**src/design/rgb_sharpen_3x3_stream_defines.svh**
```systemverilog
// Assertion macros for the sharpening block; empty when SYNTHESIS is set.
`ifndef RGB_SHARPEN_3X3_STREAM_DEFINES_SVH
`define RGB_SHARPEN_3X3_STREAM_DEFINES_SVH
`ifndef SYNTHESIS
`define RSS_ASSERT_IMP(lbl, ante, cons) \
  lbl: assert property (@(posedge clk_i) disable iff (!rst_ni) (ante) |-> (cons)) \
    else $error("rgb_sharpen_3x3_stream: assertion failed");
`define RSS_ASSERT_NXT(lbl, ante, cons) \
  lbl: assert property (@(posedge clk_i) disable iff (!rst_ni) (ante) |=> (cons)) \
    else $error("rgb_sharpen_3x3_stream: assertion failed");
`else
`define RSS_ASSERT_IMP(lbl, ante, cons)
`define RSS_ASSERT_NXT(lbl, ante, cons)
`endif
`endif

```
**src/design/rss_ram.sv**
```systemverilog
module rss_ram #(
  parameter int DATA_W = 8,
  parameter int DEPTH  = 16
) (
  input  logic                     clk_i,
  input  logic                     we_i,
  input  logic [$clog2(DEPTH)-1:0] waddr_i,
  input  logic [DATA_W-1:0]        wdata_i,
  input  logic                     re_i,
  input  logic [$clog2(DEPTH)-1:0] raddr_i,
  output logic [DATA_W-1:0]        rdata_o
);

  logic [DATA_W-1:0] mem [DEPTH];

  always_ff @(posedge clk_i) begin
    if (we_i) begin
      mem[waddr_i] <= wdata_i;
    end
    if (re_i) begin
      rdata_o <= mem[raddr_i];
    end
  end

endmodule

```
**config.mk**
```make
export PLATFORM = sky130hd
export DESIGN_NAME = rss_ram
export DESIGN_NICKNAME = d
export VERILOG_FILES = /design/src/design/rgb_sharpen_3x3_stream_defines.svh /design/src/design/rss_ram.sv
export SDC_FILE = /design/constraint.sdc
export NUM_CORES = 1
export LEC_CHECK = 0
export ABC_AREA = 1
export BUFFER_PORTS_ARGS = -buffer_cell sky130_fd_sc_hd__buf_2
export CAP_MARGIN = 40
export CORE_ASPECT_RATIO = 1.75
export CORE_MARGIN = 2
export CORE_UTILIZATION = 60
export CTS_BUF_LIST = sky130_fd_sc_hd__clkbuf_4
export CTS_CLUSTER_SIZE = 16
export DETAILED_ROUTE_END_ITERATION = 8
export GPL_TIMING_DRIVEN = 0
export PLACE_DENSITY = 0.78
export SLEW_MARGIN = 30
export SYNTH_ARGS = -nofsm -noshare
export SYNTH_HDL_FRONTEND = slang
export SYNTH_SLANG_ARGS = --single-unit
```
**constraint.sdc**
```tcl
create_clock -name clk_i -period 1.5 [get_ports clk_i]
set_clock_uncertainty 0.1 [all_clocks]
set_input_delay 0.075 -clock clk_i [delete_from_list [all_inputs] [get_ports clk_i]]
set_output_delay 0.075 -clock clk_i [all_outputs]
set_load 0.05 [all_outputs]
```
### Word-level counts from Yosys, hierarchy flattened

Memory sizes are Yosys's and may differ from the RTL's. A register that Yosys moved wholly into a read port is not among the register bits.
Cells that the tools add are included.

* register bits: 0
* RAM bits: 128
* bits of input ports: 19
* output and inout bits: 8
* word-level logic and storage cells: 3
* memories kept: 1

Memory list
* mem: depth 16, width 8, read ports 1, clocked after memory_dff 1, write ports 1, RTL line rss_ram.sv:14 `logic [DATA_W-1:0] mem [DEPTH];`

* muxes and demuxes: 2

Operators by type and width (count)
* $mux W1: 2

### Longest topological paths before layout

Gate-level depths: netlist of run 1.

* depth after elaboration: 2
* gate-level depth with buffers: 8
* mapped depth without buffers: 7

### Worst setup path before layout of run 1

Ideal clock, no wire load.

* path kind: input -> register
* start point: input port waddr_i[2]
* end point: memory mem[10][0] (enable)
* setup time: 370 ps
* data arrival time: 656 ps
* required time: 1030 ps
* slack: 374 ps
* stages on the path: 2
* cell sequence: nand3b_1 nor2_1

RTL lines
* from (decl): RTL line rss_ram.sv:7 `input logic [$clog2(DEPTH)-1:0] waddr_i,`
* to (decl): RTL line rss_ram.sv:14

Straight into the memory's write port.

==> results of run 1 <==
[through the flow]
step	hold WS, ns	setup TNS (ns)	power, mW
after floorplan	0.0739	0	4.74
after global placement	0.306	-0.423	4.96
after detailed placement	0.324	-2.23	4.98
after CTS	0.0205	0	6.91
after global routing	0.0684	0	7.15
final	0.0519	0	6.92
[repair_timing]
| action | 4_1_cts | 5_1_grt |
|---|---|---|
| buffers inserted | 0 | 0 |
| endpoints found under the hold margin | 144 | 0 |
| resized for setup | 0 | 0 |
| hold buffers | 11 | 0 |
[final timing paths]
| path | start | endpoint | slack (ns) | cells past startpoint |
|---|---|---|---|---|
| max | raddr_i[2] | rdata_o[5] | 0.07 | 7 |
| min | we_i | mem[1][3] | 0.05 | 3 |
| max reg2reg | mem[1][4] | rdata_o[4] | 0.22 | 6 |
| min reg2reg | mem[12][2] | rdata_o[2] | 0.66 | 6 |
[placed cells by master, fill, tap and decap left out, types with 6 or more instances in the layout]
cell type / n
nand3_1: 97
edfxtp_1: 136
nor2_1: 17
buf_2: 36
clkbuf_4: 18
buf_6: 6
nand2_1: 173
inv_1: 100
dlygate4sd3_1: 11
[cells by family after synthesis]
family                 after synthesis
buffers and inverters              126
AND/OR/NAND/NOR                    289
flip-flops                         136
[power groups by stage]
stage               logic [mW]  registers, mW  clock network (mW)
detailed placement       0.599           4.38                   0
global route             0.681           4.30                2.17
global placement         0.583           4.38                   0
finish                   0.634           4.29                1.99
floorplan                0.300           4.44                   0
CTS                      0.622           4.29                1.99
[sequential cells by signal (all words and copies together) (netlist names)]
name,count
mem,128
rdata_o,8
[per-layer routing]
metal	vias up	global-route usage (%)	wire [µm]	part of all wire [%]
li1	1893	-	-	-
met3	60	6.55	938	6.8
met1	1837	30.5	4620	34
met4	0	20.5	1070	7.8
met5	-	0	0	0
met2	228	46.9	7080	52
[area by class of cell]
cell class	count	area [µm²]	area share, %
diodes	1	2.50	0.0388
flip-flops and latches	136	4080	63.3
clock buffers	18	135	2.09
clock inverters	13	88.8	1.38
multi-input cells	289	1210	18.8
plain buffers	24	166	2.58
repair buffers	34	225	3.49
inverters	102	383	5.93
well taps	122	153	2.37
[worst max-delay path, delay by kind of cell]
family | cells | cell delay [ns]
buffers and inverters | 4 | 1.16
and+or+nand+nor | 3 | 0.39
==> metrics.txt, run 1 <==
# TYPE chip_impl_metric gauge
chip_impl_metric{name="design.die.area",unit="mm²"} 0.0106
chip_impl_metric{name="cts_sinks",unit=""} 136
chip_impl_metric{name="layout_worst_path_cycle_share",unit="%"} 95.4
chip_impl_metric{name="timing_worst_slew_pin_value",unit="ns"} 0.865
chip_impl_metric{name="globalRoute.totalOverflow",unit=""} 0
chip_impl_metric{name="synth_edf_count",unit=""} 136
chip_impl_info{name="min_path_type",value="in2reg"} 1
chip_impl_metric{name="postSynthAreaPerCell",unit="µm²"} 10.6
chip_impl_info{name="synth_top_flop_cell",value="edfxtp_1"} 1
chip_impl_info{name="crit_path_top_delay_cell",value="dlygate4sd3_1"} 1
chip_impl_metric{name="async_flop_share",unit="%"} 0
chip_impl_metric{name="grt_pass1_vias",unit=""} 3842
chip_impl_metric{name="crit_fanout",unit=""} 10
chip_impl_metric{name="synth.net_count",unit=""} 570
chip_impl_metric{name="power-per-cell-area",unit="mW/mm²"} 1070
chip_impl_metric{name="worst-endpoint-required",unit="ns"} 1.70
chip_impl_metric{name="largest_vdd_supply_drop",unit="V"} 0.00102
chip_impl_metric{name="routed_length_per_instance",unit="µm"} 18.6
chip_impl_metric{name="drt.antenna.violating_nets",unit=""} 0
chip_impl_metric{name="yosysWarningCount",unit=""} 0
chip_impl_metric{name="drive_gt1_share",unit="%"} 12.0
chip_impl_metric{name="post_synth_inst_count",unit=""} 551
chip_impl_metric{name="post_synth_instance_area",unit="mm²"} 0.00585
chip_impl_metric{name="final_net_count",unit=""} 623
chip_impl_metric{name="floorplan.rows",unit=""} 47
chip_impl_info{name="cts-root-buf",value="clkbuf_4"} 1
chip_impl_metric{name="power_report.internal_total",unit="mW"} 5.24
chip_impl_metric{name="stdcell_area",unit="mm²"} 0.00645
chip_impl_metric{name="post_synth_fa_ha_maj_area_fraction",unit="%"} 0
chip_impl_metric{name="power.leakage",unit="nW"} 2.80
chip_impl_metric{name="pin_count_of_the_biggest_net_entering_global_routing",unit=""} 17
chip_impl_metric{name="synth_cell_types",unit=""} 11
chip_impl_metric{name="fmax",unit="GHz"} 0.699
chip_impl_metric{name="final_routed_drc_violation_total",unit=""} 0
chip_impl_info{name="critPathCaptureType",value="flip-flop"} 1
chip_impl_metric{name="max-clock-path-buffers",unit=""} 2
chip_impl_info{name="cp_common_cell",value="nand3_1"} 1
chip_impl_metric{name="starting_density",unit="%"} 61.8
chip_impl_metric{name="first_pass_iters",unit=""} 6
chip_impl_metric{name="boundaryPins",unit=""} 27
chip_impl_info{name="ys_top_cells_by_count",value="nand2_1, edfxtp_1, inv_1, nand3_1, nor2_1"} 1
chip_impl_metric{name="worstSkewPairLatency",unit="ns"} 0.53
chip_impl_info{name="tritoncts",value="yes"} 1
chip_impl_metric{name="drv_cap",unit=""} 0
chip_impl_metric{name="die_y",unit="µm"} 135
chip_impl_metric{name="synth_top_cell_area_share",unit="%"} 69.8
chip_impl_metric{name="flow.area_growth_from_synthesis",unit="%"} 10.3
chip_impl_metric{name="die_x",unit="µm"} 78.6
chip_impl_metric{name="cp_slowest_stage_delay",unit="ns"} 0.53
chip_impl_info{name="yosys-top-cells-area",value="edfxtp_1, nand2_1, nand3_1"} 1
chip_impl_metric{name="post-route-worst-setup-slack",unit="ns"} 0.0684
chip_impl_metric{name="p_clk_share",unit="%"} 28.8
chip_impl_metric{name="xor_xnor_share_of_the_synthesized_area",unit="%"} 0
chip_impl_metric{name="placed_area",unit="mm²"} 0.00611
chip_impl_metric{name="timing.final.setup_violations",unit=""} 0
chip_impl_metric{name="fin_crit_period",unit="ns"} 1.43
chip_impl_metric{name="final_core_utilization",unit="%"} 68.1
chip_impl_metric{name="pre_cts_ws",unit="ns"} -0.0657
chip_impl_metric{name="cts.htree.levels",unit=""} 4
chip_impl_metric{name="coreArea",unit="mm²"} 0.00947
chip_impl_metric{name="grt.total_usage",unit="%"} 28.0
chip_impl_metric{name="comb_pwr_share",unit="%"} 9.2
chip_impl_metric{name="switching_power",unit="mW"} 1.68
chip_impl_metric{name="post_synth_mux_area_share",unit="%"} 0
chip_impl_metric{name="dp_hpwl",unit="µm"} 9410
chip_impl_metric{name="total_of_flip_flops_plus_latches_after_synthesis",unit=""} 136
chip_impl_metric{name="synth-compound-area-share",unit="%"} 0
chip_impl_metric{name="fillerInstances",unit=""} 716
chip_impl_metric{name="initialDrtViolationCount",unit=""} 393
chip_impl_metric{name="register_share_of_total_power",unit="%"} 62.0
chip_impl_metric{name="gpl.final_weighted_congestion",unit=""} 1.09
chip_impl_metric{name="vias_per_cell",unit=""} 5.44
chip_impl_metric{name="final_max_slew_viol_count",unit=""} 0
chip_impl_metric{name="io_buffers",unit=""} 23
chip_impl_metric{name="synth_simple_gate_area_share",unit="%"} 20.8
chip_impl_metric{name="cp.arrival",unit="ns"} 1.63
chip_impl_metric{name="final_cell_count_no_fill",unit=""} 739
chip_impl_info{name="library_cell_occupying_the_most_area_in_the_post_synthesis_netlist",value="edfxtp_1"} 1
chip_impl_metric{name="tritoncts.num_buffers",unit=""} 17
chip_impl_metric{name="route.vias.total",unit=""} 4018
chip_impl_metric{name="cts.clk_slew.worst_paths",unit="ns"} 0.11
chip_impl_metric{name="placed_cells",unit=""} 696
chip_impl_info{name="worstPathCellList",value="dlygate4sd3_1, buf_2, inv_1, buf_4, nand3_1, nand3_1, nand2_1"} 1
chip_impl_metric{name="antenna_violations_before_repair",unit=""} 1
chip_impl_metric{name="drt_wl_total",unit="µm"} 13700
chip_impl_metric{name="slew_headroom",unit="%"} 42.1
chip_impl_metric{name="timing_hold_violations_final",unit=""} 0
chip_impl_metric{name="global_route_wire_length_before_repair",unit="µm"} 20700
chip_impl_info{name="rsz0062_at_grt",value="no"} 1
chip_impl_info{name="path_class",value="in2reg"} 1
chip_impl_info{name="status",value="finished, final reports clean"} 1
chip_impl_metric{name="synth.yosys.seq_area_share",unit="%"} 69.8
chip_impl_info{name="combinational_family_with_the_most_area_after_synthesis",value="simple AND/OR/NAND/NOR gates"} 1
chip_impl_metric{name="netSwitchingFraction",unit="%"} 24.3
chip_impl_info{name="cp-start-kind",value="primary input"} 1
chip_impl_info{name="most_frequently_used_cell_type_in_the_post_synthesis_netlist",value="nand2_1"} 1
(Power assumes the default switching activity.)
==> inputs of run 2 (changes only) <==
- CORE_ASPECT_RATIO: 1.75 -> 1.4
- CORE_UTILIZATION: 60 -> 57
- clock period: 1.5 -> 1.2 ns (I/O delays scaled with it)
==> run 2 against run 1 <==
  * The flow now finishes with violations (hold timing, setup timing)
  * Routed wire length about the same
  * Count of clock-buffer cells in the layout rose by 4
  * Highest routed layer unchanged
  * Power grew 28%
  * Cell count up 2.3%
==> metrics.txt, run 2 (synthesized netlist as in run 1, its figures left out) <==
# TYPE chip_impl_metric gauge
chip_impl_metric{name="timing.final.setup_violations",unit=""} 13
chip_impl_metric{name="timing_hold_violations_final",unit=""} 7
chip_impl_metric{name="die_y",unit="µm"} 124
chip_impl_metric{name="worstSkewPairLatency",unit="ns"} 0.54
chip_impl_metric{name="coreArea",unit="mm²"} 0.00995
chip_impl_metric{name="r2r_setup_slack",unit="ns"} -0.02
chip_impl_metric{name="timing_worst_slew_pin_value",unit="ns"} 0.820
chip_impl_metric{name="cts.htree.levels",unit=""} 4
chip_impl_metric{name="cp.arrival",unit="ns"} 1.11
chip_impl_metric{name="globalRoute.totalOverflow",unit=""} 0
chip_impl_metric{name="design.die.area",unit="mm²"} 0.0111
chip_impl_metric{name="drive_gt1_share",unit="%"} 22.4
chip_impl_info{name="min_from",value="waddr_i[1]"} 1
chip_impl_metric{name="slew_headroom",unit="%"} 45.1
chip_impl_info{name="timing.rr.end",value="rdata_o[7]"} 1
chip_impl_metric{name="final.hold.worst_slack",unit="ns"} -0.0278
chip_impl_metric{name="antenna_violations_before_repair",unit=""} 1
chip_impl_metric{name="largest_vdd_supply_drop",unit="V"} 0.000740
chip_impl_metric{name="placed_area",unit="mm²"} 0.00613
chip_impl_info{name="worstPathCellList",value="buf_6"} 1
chip_impl_metric{name="whs_path_depth",unit=""} 3
chip_impl_metric{name="routed_length_per_instance",unit="µm"} 18.1
chip_impl_metric{name="final_net_count",unit=""} 629
chip_impl_info{name="critPathCaptureType",value="output pin"} 1
chip_impl_info{name="min_path_type",value="in2reg"} 1
chip_impl_metric{name="placed_cells",unit=""} 709
chip_impl_metric{name="largest_reg_flops",unit=""} 128
chip_impl_metric{name="post-route-worst-setup-slack",unit="ns"} -0.0663
chip_impl_metric{name="flow.area_growth_from_synthesis",unit="%"} 17.1
chip_impl_metric{name="power.leakage",unit="nW"} 2.97
chip_impl_info{name="r2r-start",value="mem[7][7]"} 1
chip_impl_metric{name="io_buffers",unit=""} 23
chip_impl_metric{name="final_cell_count_no_fill",unit=""} 756
chip_impl_metric{name="drt.antenna.violating_nets",unit=""} 0
chip_impl_metric{name="fin_crit_period",unit="ns"} 1.27
chip_impl_metric{name="floorplan.rows",unit=""} 43
chip_impl_metric{name="global_route_wire_length_before_repair",unit="µm"} 20500
chip_impl_info{name="cp-start-kind",value="flip-flop"} 1
chip_impl_metric{name="power-per-cell-area",unit="mW/mm²"} 1290
chip_impl_metric{name="drt_wl_total",unit="µm"} 13700
chip_impl_metric{name="tritoncts.num_buffers",unit=""} 17
chip_impl_info{name="whs_endpoint",value="mem[10][5]"} 1
chip_impl_info{name="largest_registers",value="mem (128), rdata_o (8)"} 1
chip_impl_metric{name="worst-endpoint-required",unit="ns"} 1.04
chip_impl_metric{name="multiInputGateArea",unit="mm²"} 0.00149
chip_impl_metric{name="final_routed_drc_violation_total",unit=""} 0
chip_impl_metric{name="gpl.final_weighted_congestion",unit=""} 0.897
chip_impl_metric{name="initialDrtViolationCount",unit=""} 510
chip_impl_info{name="final_cell_mix",value="nand2_1, edfxtp_1, inv_1, nand3_1, nand3_2"} 1
chip_impl_metric{name="grt.total_usage",unit="%"} 26.4
chip_impl_metric{name="max-clock-path-buffers",unit=""} 2
chip_impl_info{name="path_delay_family",value="flip-flops"} 1
chip_impl_info{name="violations",value="hold timing, setup timing"} 1
chip_impl_metric{name="stdcell_area",unit="mm²"} 0.00685
chip_impl_metric{name="fmax",unit="GHz"} 0.790
chip_impl_metric{name="boundaryPins",unit=""} 27
chip_impl_info{name="cts-root-buf",value="clkbuf_4"} 1
chip_impl_metric{name="dp_hpwl",unit="µm"} 8730
chip_impl_metric{name="timing.critical_path.buf_inv",unit=""} 1
chip_impl_metric{name="crit_fanout",unit=""} 1
chip_impl_info{name="mostFrequentLayoutCell",value="nand2_1"} 1
chip_impl_metric{name="final_max_slew_viol_count",unit=""} 0
chip_impl_metric{name="final_core_utilization",unit="%"} 68.8
chip_impl_metric{name="total_power",unit="mW"} 8.84
chip_impl_metric{name="grt_pass1_vias",unit=""} 3862
chip_impl_metric{name="layout.area.seq",unit="mm²"} 0.00408
chip_impl_info{name="crit_path_top_delay_cell",value="edfxtp_1"} 1
chip_impl_metric{name="drv_cap",unit=""} 0
chip_impl_metric{name="die_x",unit="µm"} 89.6
chip_impl_info{name="largest_register",value="mem"} 1
chip_impl_metric{name="route.vias.total",unit=""} 4061
chip_impl_metric{name="cp_slowest_stage_delay",unit="ns"} 0.40
chip_impl_metric{name="worst-r2r-cell-count",unit=""} 6
chip_impl_metric{name="pin_count_of_the_biggest_net_entering_global_routing",unit=""} 17
chip_impl_info{name="rsz0062_at_grt",value="yes"} 1
chip_impl_metric{name="fillerInstances",unit=""} 712
chip_impl_metric{name="vias_per_cell",unit=""} 5.37
chip_impl_info{name="critical_path.startpoint",value="rdata_o[4]"} 1
chip_impl_metric{name="first_pass_iters",unit=""} 8
chip_impl_metric{name="cts_sinks",unit=""} 136
chip_impl_metric{name="cts.clk_slew.worst_paths",unit="ns"} 0.11
chip_impl_metric{name="layout_worst_path_cycle_share",unit="%"} 106
chip_impl_metric{name="totalNegativeSetupSlack",unit="ns"} -0.475
chip_impl_info{name="tritoncts",value="yes"} 1
chip_impl_metric{name="starting_density",unit="%"} 58.7
chip_impl_metric{name="post_cts_setup_buffer_count",unit=""} 0
chip_impl_info{name="status",value="finished, violations left"} 1
chip_impl_info{name="path_class",value="reg2out"} 1
[run 2: cell count changes in the layout (fill, tap and decap cells not counted), sizes merged]
cell / before / now
dlymetal6s4s: 0 / 1
buf: 47 / 48
clkbuf: 18 / 24
clkinv: 10 / 6
clkinvlp: 2 / 0
dlygate4sd3: 11 / 13
[run 2: worst max path at each step]
stage,end,slack [ns],cells after the start
after global routing,rdata_o[2],-0.12,1
after floorplan,mem[4][0],0.09,2
after CTS,rdata_o[6],-0.11,1
after detailed placement,mem[10][2],-0.41,3
final,rdata_o[4],-0.07,1
after global placement,mem[7][1],-0.39,3
[run 2: worst register-to-register path, delay by kind of cell (launching register included)]
kind	cells	cell delay [ns]
and+or+nand+nor	6	0.49
DFF	1	0.39
[run 2: report_power, final]
group          internal, mW  switching [mW]  total, mW  leakage [nW]
clock network          1.08            1.48       2.56         0.132
logic                 0.287           0.617      0.904          1.60
registers              5.34          0.0302       5.37          1.24
total                  6.71            2.13       8.84          2.97
[run 2: routing by layer]
metal	GRT usage [%]	up-vias	routed length (µm)
li1	-	1905	-
met1	33.0	1921	5420
met2	42.4	200	6850
met3	7.16	35	980
met4	12.2	0	468
met5	0	-	0
[run 2: final cells by class]
class	count	share of cell area, %
Sequential cell	136	59.6
Multi-Input combinational cell	289	21.8
Inverter	102	5.59
Timing Repair Buffer	41	4.90
Tap cell	135	2.47
Clock buffer	22	2.41
Buffer	23	2.37
Clock inverter	7	0.822
Antenna cell	1	0.0365
[run 2: repair_timing]
| action | 4_1_cts | 5_1_grt |
|---|---|---|
| pin swaps | 8 | 32 |
| hold buffers | 12 | 2 |
| hold endpoints to repair | 144 | 6 |
| resized for setup | 26 | 53 |
| setup endpoints to repair | 14 | 16 |
[run 2: through the flow]
| stage | setup WS (ns) | hold slack [ns] |
|---|---|---|
| finish | -0.0663 | -0.0278 |
| global route | -0.122 | -0.0218 |
| CTS | -0.107 | 0.00742 |
| detailed placement | -0.414 | 0.296 |
| global placement | -0.394 | 0.292 |
| floorplan | 0.0892 | 0.0589 |
==> inputs of run 3 (changes only) <==
- CORE_UTILIZATION: 57 -> 60
- clock period: 1.2 -> 1.6 ns (I/O delays scaled with it)
==> run 3 against run 2 <==
  * Global-route usage up 0.89 points
  * Critical path depth up 4
  * Flip-flop and latch count unchanged
  * Die area down 4.8%
  * First-iteration DRC count up 13%
  * Sequential power down 25%
  * Largest cell class unchanged
  * The flow now finishes without violations
  * Non-clock buffer count up 6
  * Utilization up 1.5 points
  * Clock power about the same
  * Sequential share of layout area up 1.8 points
  * Combinational power down 33%
==> metrics.txt, run 3 (synthesized netlist as in run 1, its figures left out) <==
# TYPE chip_impl_metric gauge
chip_impl_metric{name="max-clock-path-buffers",unit=""} 2
chip_impl_metric{name="flow.area_growth_from_synthesis",unit="%"} 13.8
chip_impl_metric{name="slew_headroom",unit="%"} 44.0
chip_impl_info{name="cp-start-kind",value="primary input"} 1
chip_impl_metric{name="cp.arrival",unit="ns"} 1.74
chip_impl_metric{name="layout.area.seq",unit="mm²"} 0.00408
chip_impl_metric{name="pin_count_of_the_biggest_net_entering_global_routing",unit=""} 17
chip_impl_metric{name="worst-endpoint-required",unit="ns"} 1.77
chip_impl_metric{name="global_route_wire_length_before_repair",unit="µm"} 20500
chip_impl_metric{name="post-route-worst-setup-slack",unit="ns"} 0.0299
chip_impl_metric{name="stdcell_area",unit="mm²"} 0.00665
chip_impl_metric{name="vias_per_cell",unit=""} 5.57
chip_impl_metric{name="floorplan.rows",unit=""} 42
chip_impl_info{name="cts-root-buf",value="clkbuf_4"} 1
chip_impl_metric{name="cts_sinks",unit=""} 136
chip_impl_metric{name="starting_density",unit="%"} 61.8
chip_impl_info{name="largest_registers",value="mem (128), rdata_o (8)"} 1
chip_impl_metric{name="multiInputGateArea",unit="mm²"} 0.00121
chip_impl_metric{name="power.leakage",unit="nW"} 2.90
chip_impl_info{name="worstPathCellList",value="dlygate4sd3_1, buf_2, nand3_1, nor2_1, dlygate4sd3_1"} 1
chip_impl_metric{name="crit_fanout",unit=""} 4
chip_impl_metric{name="timing.final.setup_violations",unit=""} 0
chip_impl_metric{name="layout_worst_path_cycle_share",unit="%"} 98.1
chip_impl_metric{name="grt_pass1_vias",unit=""} 3874
chip_impl_info{name="rsz0062_at_grt",value="yes"} 1
chip_impl_metric{name="r2r_setup_slack",unit="ns"} 0.33
chip_impl_info{name="path_delay_family",value="buffers and inverters"} 1
chip_impl_metric{name="fmax",unit="GHz"} 0.637
chip_impl_metric{name="timing_hold_violations_final",unit=""} 0
chip_impl_metric{name="netSwitchingFraction",unit="%"} 23.0
chip_impl_metric{name="route.vias.total",unit=""} 4121
chip_impl_metric{name="register_share_of_total_power",unit="%"} 55.8
chip_impl_metric{name="final_routed_drc_violation_total",unit=""} 0
chip_impl_info{name="final_cell_mix",value="nand2_1, edfxtp_1, inv_1, nand3_1, buf_2"} 1
chip_impl_metric{name="drt.antenna.violating_nets",unit=""} 0
chip_impl_metric{name="drive_gt1_share",unit="%"} 12.9
chip_impl_metric{name="grt.total_usage",unit="%"} 27.3
chip_impl_metric{name="pre_cts_ws",unit="ns"} -0.0579
chip_impl_metric{name="final_max_slew_viol_count",unit=""} 0
chip_impl_metric{name="cts.clk_slew.worst_paths",unit="ns"} 0.11
chip_impl_info{name="tritoncts",value="yes"} 1
chip_impl_metric{name="initialDrtViolationCount",unit=""} 576
chip_impl_info{name="min_path_type",value="in2reg"} 1
chip_impl_metric{name="first_pass_iters",unit=""} 7
chip_impl_metric{name="cts.htree.levels",unit=""} 4
chip_impl_metric{name="drv_cap",unit=""} 0
chip_impl_metric{name="design.die.area",unit="mm²"} 0.0106
chip_impl_metric{name="power-per-cell-area",unit="mW/mm²"} 1090
chip_impl_metric{name="cp_slowest_stage_delay",unit="ns"} 0.62
chip_impl_metric{name="worstSkewPairLatency",unit="ns"} 0.56
chip_impl_metric{name="dp_hpwl",unit="µm"} 8760
chip_impl_metric{name="comb_pwr_share",unit="%"} 8.3
chip_impl_info{name="crit_path_top_delay_cell",value="dlygate4sd3_1"} 1
chip_impl_metric{name="largest_vdd_supply_drop",unit="V"} 0.00106
chip_impl_metric{name="final_net_count",unit=""} 635
chip_impl_metric{name="boundaryPins",unit=""} 27
chip_impl_metric{name="timing.critical_path.buf_inv",unit=""} 3
chip_impl_info{name="status",value="finished, final reports clean"} 1
chip_impl_metric{name="routed_length_per_instance",unit="µm"} 18.1
chip_impl_metric{name="switching_power",unit="mW"} 1.66
chip_impl_metric{name="globalRoute.totalOverflow",unit=""} 0
chip_impl_metric{name="antenna_violations_before_repair",unit=""} 1
chip_impl_info{name="cp_common_cell",value="dlygate4sd3_1"} 1
chip_impl_metric{name="p_clk_share",unit="%"} 35.9
chip_impl_metric{name="die_x",unit="µm"} 87.4
chip_impl_info{name="path_class",value="in2reg"} 1
chip_impl_metric{name="io_buffers",unit=""} 23
chip_impl_metric{name="gpl.final_weighted_congestion",unit=""} 0.896
chip_impl_metric{name="largest_reg_flops",unit=""} 128
chip_impl_info{name="mostFrequentLayoutCell",value="nand2_1"} 1
chip_impl_metric{name="fillerInstances",unit=""} 682
chip_impl_metric{name="placed_area",unit="mm²"} 0.00611
chip_impl_metric{name="die_y",unit="µm"} 121
chip_impl_metric{name="power_report.internal_total",unit="mW"} 5.56
chip_impl_metric{name="tritoncts.num_buffers",unit=""} 17
chip_impl_metric{name="drt_wl_total",unit="µm"} 13400
chip_impl_metric{name="coreArea",unit="mm²"} 0.00946
chip_impl_metric{name="timing_worst_slew_pin_value",unit="ns"} 0.837
chip_impl_info{name="largest_register",value="mem"} 1
chip_impl_info{name="critPathCaptureType",value="flip-flop"} 1
chip_impl_metric{name="fin_crit_period",unit="ns"} 1.57
[run 3: stage by stage]
step / power [mW] / std cells / TNS (ns) / hold slack, ns / utilization (%)
6_report: 7.22 / 740 / 0 / 0.00138 / 70.3
5_1_grt: 7.43 / 740 / -0.112 / 0.0269 / 70.3
4_1_cts: 7.20 / 730 / 0 / 0.0230 / 69.5
3_5_place_dp: 4.66 / 685 / -0.684 / 0.324 / 64.6
3_3_place_gp: 4.64 / 684 / 0 / 0.315 / 64.5
2_1_floorplan: 4.45 / 551 / 0 / 0.0789 / -
[run 3: layer usage]
metal  share of wire, %  routed length, µm  GRT usage (%)
met2                 49               6550           41.7
met4                3.7                495           14.1
met5                  0                  0              0
met3                9.3               1250           6.14
met1                 38               5120           36.5
[run 3: power groups by stage]
stage / logic, mW / clock network (mW) / registers [mW]
global placement: 0.538 / 0 / 4.10
finish: 0.602 / 2.59 / 4.02
CTS: 0.581 / 2.60 / 4.03
floorplan: 0.281 / 0 / 4.17
detailed placement: 0.555 / 0 / 4.11
global route: 0.645 / 2.75 / 4.03
[run 3: area by class of cell]
| cell class | instances | area share (%) |
|---|---|---|
| multi-input cells | 289 | 18.2 |
| flip-flops and latches | 136 | 61.4 |
| clock inverters | 15 | 3.12 |
| inverters | 102 | 5.76 |
| plain buffers | 24 | 2.50 |
| diodes | 1 | 0.0376 |
| repair buffers | 46 | 4.97 |
| clock buffers | 17 | 1.92 |
| well taps | 110 | 2.07 |
[run 3: what timing repair did]
item	4_1_cts	5_1_grt
endpoints found under the hold margin	143	3
resized for setup	0	0
buffers inserted	0	0
setup endpoints to repair	0	8
hold buffers	13	5
[run 3: path summary, 6_finish.rpt]
kind	endpoint	start	depth (start not counted)
worst min-delay path	mem[8][5]	waddr_i[3]	3
worst max-delay path	mem[13][2]	we_i	5
worst min register to register	rdata_o[5]	mem[12][5]	6
worst max register to register	rdata_o[2]	mem[3][2]	6
[run 3: tightest hold or removal path: stages]
cell and delay, ns:
buf_2 0.12, nand3b_1 0.17, nor2_1 0.11
